### src/rtl/core/spq_pkg.sv
// Package for the sorted-array priority queue.
// Holds operation and status codes and the cell control struct.
// No dependencies.
package spq_pkg;

	// Operation codes of the request func field
	localparam logic OP_INSERT = 1'b0;
	localparam logic OP_REMOVE = 1'b1;

	// Status codes of a response
	localparam logic [1:0] ST_OK    = 2'd0;
	localparam logic [1:0] ST_FULL  = 2'd1;
	localparam logic [1:0] ST_EMPTY = 2'd2;

	// Shift control broadcast to every cell of the row
	typedef struct packed {
		logic ins_en;  // place the new value, shift entries not smaller back
		logic rem_en;  // pop the front, shift every entry forward
	} cell_ctrl_t;

endpackage

### src/rtl/core/spq_ifs.sv
// Valid/ready channel interfaces for the sorted-array priority queue.
// spq_req_if carries requests, spq_rsp_if carries results.
// No dependencies.
interface spq_req_if #(
	parameter int VALUE_BITS = 32
);
	logic                         valid;
	logic                         ready;
	logic                         func;
	logic signed [VALUE_BITS-1:0] value;

	modport source (output valid, func, value, input ready);
	modport sink   (input valid, func, value, output ready);
endinterface

interface spq_rsp_if #(
	parameter int VALUE_BITS = 32,
	parameter int COUNT_BITS = 4
);
	logic                         valid;
	logic                         ready;
	logic [1:0]                   status;
	logic signed [VALUE_BITS-1:0] removed_value;
	logic signed [VALUE_BITS-1:0] front_value;
	logic [COUNT_BITS-1:0]        entry_count;
	logic                         is_empty;
	logic                         is_full;

	modport source (output valid, status, removed_value, front_value, entry_count,
		is_empty, is_full, input ready);
	modport sink   (input valid, status, removed_value, front_value, entry_count,
		is_empty, is_full, output ready);
endinterface

### src/rtl/core/spq_cell.sv
// One storage cell of the sorted row.
// Depends on spq_pkg for the cell control struct.
module spq_cell #(
	parameter int VALUE_BITS = 32
) (
	input  logic                         clk,
	input  spq_pkg::cell_ctrl_t          ctrl,
	input  logic signed [VALUE_BITS-1:0] new_value,
	input  logic                         occupied,
	input  logic                         prev_lt,
	input  logic signed [VALUE_BITS-1:0] prev_value,
	input  logic signed [VALUE_BITS-1:0] next_value,
	output logic                         lt,
	output logic signed [VALUE_BITS-1:0] value_q,
	output logic signed [VALUE_BITS-1:0] value_d
);
	import spq_pkg::*;

	// Stored entry is occupied and strictly smaller than the incoming value
	assign lt = occupied && (value_q < new_value);

	// Next entry: keep, take the new value, or shift from a neighbor
	always_comb begin
		value_d = value_q;
		if (ctrl.ins_en) begin
			if (!lt) begin
				value_d = prev_lt ? new_value : prev_value;
			end
		end else if (ctrl.rem_en) begin
			value_d = next_value;
		end
	end

	always_ff @(posedge clk) begin
		value_q <= value_d;
	end

endmodule

### src/rtl/core/sorted_array_priority_queue.sv
// Top level of the sorted-array min-priority queue.
// Depends on spq_pkg, spq_req_if, spq_rsp_if and spq_cell.
//
// Bounded min-priority queue of DEPTH signed entries kept in ascending order
// in a row of cells, front (smallest) at cell 0. An insert places the value
// ahead of all entries not smaller than it, so among equal values the newest
// leaves first; a remove pops the front. Each request gives one response with
// status, popped value, new front, count and empty/full flags. Insert into a
// full queue returns status 1 and remove from an empty queue returns status 2,
// both without changing the contents. Throughput is one transaction per
// cycle while responses are taken: every cell compares its entry against the
// incoming value in the same cycle and shifts at most one place, and the
// response is registered, so it appears in the cycle after the request is
// accepted. A waiting response only stalls requests while it is not taken.
module sorted_array_priority_queue #(
	parameter int DEPTH      = 8,
	parameter int VALUE_BITS = 32
) (
	input  logic      clk,
	input  logic      arst_n,
	spq_req_if.sink   req,
	spq_rsp_if.source rsp
);
	import spq_pkg::*;

	localparam int COUNT_BITS = $clog2(DEPTH + 1);

	logic [COUNT_BITS-1:0]        count_q;
	logic [COUNT_BITS-1:0]        count_d;
	logic                         rsp_valid_q;
	logic [1:0]                   status_q;
	logic signed [VALUE_BITS-1:0] removed_q;
	logic signed [VALUE_BITS-1:0] front_q;
	logic [COUNT_BITS-1:0]        count_out_q;
	logic                         empty_q;
	logic                         full_q;

	logic                         accept;
	logic                         is_full_now;
	logic                         is_empty_now;
	logic [1:0]                   status_d;
	cell_ctrl_t                   ctrl;

	logic                         cell_lt  [DEPTH];
	logic signed [VALUE_BITS-1:0] cell_val [DEPTH];
	logic signed [VALUE_BITS-1:0] cell_nxt [DEPTH];

	// Handshake: take a request whenever the response register is free
	assign req.ready = !rsp_valid_q || rsp.ready;
	assign accept    = req.valid && req.ready;

	// Operation decode
	assign is_full_now  = (count_q == COUNT_BITS'(DEPTH));
	assign is_empty_now = (count_q == '0);

	always_comb begin
		ctrl     = '0;
		status_d = ST_OK;
		count_d  = count_q;
		case (req.func)
			OP_INSERT: begin
				if (is_full_now) begin
					status_d = ST_FULL;
				end else begin
					ctrl.ins_en = accept;
					count_d     = count_q + COUNT_BITS'(1);
				end
			end
			OP_REMOVE: begin
				if (is_empty_now) begin
					status_d = ST_EMPTY;
				end else begin
					ctrl.rem_en = accept;
					count_d     = count_q - COUNT_BITS'(1);
				end
			end
			default: begin
				status_d = ST_OK;
			end
		endcase
	end

	// Row of cells, each linked to its neighbors
	for (genvar i = 0; i < DEPTH; i++) begin : g_cell
		logic                         prev_lt_w;
		logic signed [VALUE_BITS-1:0] prev_val_w;
		logic signed [VALUE_BITS-1:0] next_val_w;

		if (i == 0) begin : g_head
			assign prev_lt_w  = 1'b1;
			assign prev_val_w = req.value;
		end else begin : g_body
			assign prev_lt_w  = cell_lt[i-1];
			assign prev_val_w = cell_val[i-1];
		end

		if (i == DEPTH - 1) begin : g_tail
			assign next_val_w = cell_val[i];
		end else begin : g_mid
			assign next_val_w = cell_val[i+1];
		end

		spq_cell #(
			.VALUE_BITS(VALUE_BITS)
		) u_cell (
			.clk       (clk),
			.ctrl      (ctrl),
			.new_value (req.value),
			.occupied  (COUNT_BITS'(i) < count_q),
			.prev_lt   (prev_lt_w),
			.prev_value(prev_val_w),
			.next_value(next_val_w),
			.lt        (cell_lt[i]),
			.value_q   (cell_val[i]),
			.value_d   (cell_nxt[i])
		);
	end

	// Occupancy and response valid
	always_ff @(posedge clk or negedge arst_n) begin
		if (!arst_n) begin
			count_q     <= '0;
			rsp_valid_q <= 1'b0;
		end else begin
			if (accept) begin
				count_q <= count_d;
			end
			if (accept) begin
				rsp_valid_q <= 1'b1;
			end else if (rsp.ready) begin
				rsp_valid_q <= 1'b0;
			end
		end
	end

	// Response payload
	always_ff @(posedge clk) begin
		if (accept) begin
			status_q    <= status_d;
			removed_q   <= ctrl.rem_en ? cell_val[0] : '0;
			front_q     <= (count_d != '0) ? cell_nxt[0] : '0;
			count_out_q <= count_d;
			empty_q     <= (count_d == '0);
			full_q      <= (count_d == COUNT_BITS'(DEPTH));
		end
	end

	assign rsp.valid         = rsp_valid_q;
	assign rsp.status        = status_q;
	assign rsp.removed_value = removed_q;
	assign rsp.front_value   = front_q;
	assign rsp.entry_count   = count_out_q;
	assign rsp.is_empty      = empty_q;
	assign rsp.is_full       = full_q;

endmodule
### src/flat_wrapper.sv
// flat-port wrapper written by rule: the top's interface ports become plain ports
module sorted_array_priority_queue_flat import spq_pkg::*;
#(
	parameter int DEPTH      = 8,
	parameter int VALUE_BITS = 32
)
  (clk, arst_n, req_valid, req_func, req_value, req_ready, rsp_valid, rsp_status, rsp_removed_value, rsp_front_value, rsp_entry_count, rsp_is_empty, rsp_is_full, rsp_ready);
  spq_req_if #(.VALUE_BITS(VALUE_BITS)) req_i ();
  spq_rsp_if #(.VALUE_BITS(VALUE_BITS)) rsp_i ();
  input  logic clk;
  input  logic arst_n;
  input wire logic [$bits(req_i.valid)-1:0] req_valid;
  input wire logic [$bits(req_i.func)-1:0] req_func;
  input wire logic [$bits(req_i.value)-1:0] req_value;
  output wire logic [$bits(req_i.ready)-1:0] req_ready;
  output wire logic [$bits(rsp_i.valid)-1:0] rsp_valid;
  output wire logic [$bits(rsp_i.status)-1:0] rsp_status;
  output wire logic [$bits(rsp_i.removed_value)-1:0] rsp_removed_value;
  output wire logic [$bits(rsp_i.front_value)-1:0] rsp_front_value;
  output wire logic [$bits(rsp_i.entry_count)-1:0] rsp_entry_count;
  output wire logic [$bits(rsp_i.is_empty)-1:0] rsp_is_empty;
  output wire logic [$bits(rsp_i.is_full)-1:0] rsp_is_full;
  input wire logic [$bits(rsp_i.ready)-1:0] rsp_ready;
  assign req_i.valid = req_valid;
  assign req_i.func = req_func;
  assign req_i.value = req_value;
  assign req_ready = req_i.ready;
  assign rsp_valid = rsp_i.valid;
  assign rsp_status = rsp_i.status;
  assign rsp_removed_value = rsp_i.removed_value;
  assign rsp_front_value = rsp_i.front_value;
  assign rsp_entry_count = rsp_i.entry_count;
  assign rsp_is_empty = rsp_i.is_empty;
  assign rsp_is_full = rsp_i.is_full;
  assign rsp_i.ready = rsp_ready;
  sorted_array_priority_queue #(.DEPTH(DEPTH), .VALUE_BITS(VALUE_BITS)) u_core (.clk(clk), .arst_n(arst_n), .req(req_i), .rsp(rsp_i));
endmodule
### config.mk
export PLATFORM = sky130hd
export DESIGN_NAME = sorted_array_priority_queue_flat
export DESIGN_NICKNAME = d
export VERILOG_FILES = /design/src/rtl/core/spq_pkg.sv /design/src/rtl/core/spq_ifs.sv /design/src/rtl/core/spq_cell.sv /design/src/rtl/core/sorted_array_priority_queue.sv /design/src/flat_wrapper.sv
export SDC_FILE = /design/constraint.sdc
export NUM_CORES = 1
export LEC_CHECK = 0
export ABC_CLOCK_PERIOD_IN_PS = 5330
export BUFFER_PORTS_ARGS = -buffer_cell sky130_fd_sc_hd__buf_2
export CAP_MARGIN = 10
export CELL_PAD_IN_SITES_DETAIL_PLACEMENT = 0
export CELL_PAD_IN_SITES_GLOBAL_PLACEMENT = 1
export CORE_ASPECT_RATIO = 1.1
export CORE_UTILIZATION = 50
export DETAILED_ROUTE_END_ITERATION = 6
export PLACE_DENSITY = 0.78
export SLEW_MARGIN = 15
export SYNTH_ARGS = -nofsm -noshare
export SYNTH_HDL_FRONTEND = slang
export SYNTH_SLANG_ARGS = --single-unit
### constraint.sdc
create_clock -name clk -period 5.33 [get_ports clk]
set_clock_uncertainty 0.15 [all_clocks]
set_input_delay 0.2665 -clock clk [delete_from_list [all_inputs] [get_ports clk]]
set_output_delay 0.2665 -clock clk [all_outputs]
set_load 0.05 [all_outputs]
==> impl_metrics.json <==
{
  "die-height_um": 219.2,
  "setup_violations": 0,
  "cts_tree": "done",
  "critPathArrivalTime_ns": 4.85,
  "row_count": 79,
  "synthesis.area_um2": 21430,
  "synthTopCellsByArea": "edfxtp_1 (41%), ha_1 (15%), mux2i_1 (7.6%)",
  "worst_pin_slew_ns": 1.105,
  "finalWirelength_mm": 64.53,
  "met3_usage": 0.03719,
  "drv_cap": 0,
  "ys.flop_type": "edfxtp_1",
  "grt_util_met2": 0.5035,
  "avgSynthCellArea_um2": 10.75,
  "required_ns": 5.46,
  "critPathCaptureType": "flop",
  "start_util": 0.5067,
  "dieArea_um2": 43700,
  "n_antenna_cell": 0,
  "path_max_fanout": 15,
  "grt_max_degree": 166,
  "seqCellArea_um2": 9654,
  "grtUsageMet1": 0.3980,
  "synth_top_area_frac": 0.4147,
  "muxShareOfSynthArea": 0.09404,
  "fmax_mhz": 211.7,
  "syn_to_final_growth_pct": 12.38,
  "tns_ns": 0,
  "num_io_pins": 111,
  "max_slew_margin": 0.2609,
  "multiInputGateArea_um2": 11250,
  "synth_edf_count": 296,
  "finalHoldViolations": 0,
  "cts_max_level": 2,
  "synthCells": 1994,
  "grt_usage": 0.3001,
  "routabilityCongestion": 0.9279,
  "cts-resized-gates": 0,
  "placed_area_um2": 22600,
  "synthAdderAreaFrac": 0.1465,
  "powerDensity_nw_per_um2": 491.1,
  "synthArstFlopShare": 0.01502,
  "status": "complete, no violations",
  "grt_pass1_vias": 16255,
  "path_class": "in2reg",
  "clkTransAtPathRegs_ns": 0.06,
  "power.leakage_nw": 10.27,
  "design_area_um2": 24090,
  "cts_setup_buffers": 0,
  "avgRoutedWirePerCell_um": 23.91,
  "overflow": 0,
  "vias": 16627,
  "min_period_ns": 4.725,
  "cts_root_buffer": "clkbuf_16",
  "fillers": 3755,
  "antenna_found_initial": 0,
  "yosysTopAreaCell": "edfxtp_1",
  "yosysSeqAreaShare": 0.4504,
  "clock_latency_ns": 0.58,
  "drt_iter0_drc": 1466,
  "gr-max-usage-layer": "met2",
  "fin_nets": 2391,
  "clock_path_buffers": 3,
  "fin_crit_sh": 0.8864,
  "rsz0062_at_grt": "no",
  "ys_ff_latch": 333,
  "cts_made_buffers": 39,
  "mostFrequentLayoutCells": "edfxtp_1 (296), ha_1 (251), nand2_1 (183)",
  "synthXorXnorAreaFrac": 0.001226,
  "final_common_cell": "edfxtp_1",
  "grt_pass1_wl_mm": 98.45,
  "first_pass_iters": 6,
  "coreArea_um2": 42310,
  "max-vdd-ir-drop_v": 0.0003134,
  "cts_hold_buf": 23,
  "syn-num-nets": 2282,
  "hold_class": "in2reg",
  "yosys.cell_types.count": 72,
  "die_w_um": 199.4,
  "final_max_slew_viol_count": 0,
  "synth_simple_gate_area_frac": 0.1232,
  "ant_nets": 0,
  "drive_gt1_frac": 0.1102,
  "synth_compound_area_frac": 0.1549,
  "cts.sinks": 333,
  "yosys_warnings": 0,
  "vias_per_cell": 6.160,
  "synth_top_family_by_area": "compound AO/OA/AOI/OAI gates",
  "drc": 0,
  "port_buffers": 110,
  "startpoint_type": "primary input",
  "dp_hpwl_mm": 45.84
}
critical path, cell delays in order:
cell           delay (ns)
dlygate4sd3_1        0.54
buf_2                0.18
inv_1                0.32
ha_1                 0.32
a211o_1              0.29
a31oi_1              0.17
o31ai_1              0.19
a221oi_2             0.54
nand3_1              0.25
a211oi_4             0.97
buf_4                0.47
mux2i_1              0.26
o21ai_1              0.08
final timing paths:
kind / depth (start not counted) / from / slack [ns] / end
setup / recovery: 13 / req_value[2] / 0.61 / u_core.g_cell[5].u_cell.value_q[20]$_DFFE_PP_
setup reg to reg: 10 / u_core.g_cell[4].u_cell.value_q[2]$_DFFE_PP_ / 0.92 / u_core.g_cell[5].u_cell.value_q[20]$_DFFE_PP_
hold reg to reg: 2 / u_core.g_cell[6].u_cell.value_q[16]$_DFFE_PP_ / 0.44 / u_core.g_cell[5].u_cell.value_q[16]$_DFFE_PP_
max in group asynchronous: 3 / arst_n / 4.33 / u_core.count_q[2]$_DFFE_PN0P_
min in group asynchronous: 3 / arst_n / 0.49 / u_core.rsp.valid$_DFFE_PN0P_
hold / removal: 2 / req_value[16] / 0.02 / u_core.g_cell[7].u_cell.value_q[16]$_DFFE_PP_
state kept, by name, indices dropped and copies added (netlist names):
register	count
u_core.count_q	4
u_core.g_cell.u_cell.value_q	256
u_core.rsp.entry_count	4
u_core.rsp.front_value	32
u_core.rsp.is_empty	1
u_core.rsp.is_full	1
u_core.rsp.removed_value	32
u_core.rsp.status	2
u_core.rsp.valid	1
kinds of logic after synthesis:
group           after synthesis
xor+xnor                      3
compound gates              506
simple gates                562
flops                       333
mux                         196
fa+ha+maj                   251
buf+inv                     143
per-stage QoR:
step	setup WS (ns)	hold WS (ns)	utilization	instances	total power (W)
2_1_floorplan	0.3904	-0.1791	-	1994	0.007621
3_3_place_gp	0.7628	-0.06302	0.5341	2606	0.009035
3_5_place_dp	0.6486	-0.05950	0.5342	2606	0.009129
4_1_cts	0.6381	0.004240	0.5693	2699	0.01183
5_1_grt	0.5024	0.02989	0.5694	2699	0.01242
6_report	0.6054	0.01982	0.5694	2699	0.01183
metal layers:
layer / up-vias / wire [um]
li1: 7789 / -
met1: 8201 / 27950
met2: 532 / 30950
met3: 105 / 3708
met4: 0 / 1925
met5: - / 0
synthesized netlist by cell type (34+ instances only):
master	instances
nand3_1	47
nand2b_1	44
inv_1	42
a21o_1	66
nand4_1	37
ha_1	251
a31oi_1	37
o21ai_1	74
mux2i_1	162
and2_1	34
nor2_1	156
clkbuf_1	72
a21oi_1	175
nand2_1	184
edfxtp_1	296
layout make-up:
| type | instances | area share |
|---|---|---|
| Clock buffer | 57 | 0.04706 |
| Clock inverter | 13 | 0.005090 |
| Inverter | 44 | 0.006908 |
| Multi-Input combinational cell | 1518 | 0.4672 |
| Sequential cell | 333 | 0.4008 |
| Tap cell | 567 | 0.02945 |
| Timing Repair Buffer | 167 | 0.04353 |
power by group:
part / internal [W] / switching, W
registers: 0.00370 / 0.000588
logic: 0.00179 / 0.00308
clock network: 0.00157 / 0.00110
Power figures use the tool's default switching activity.
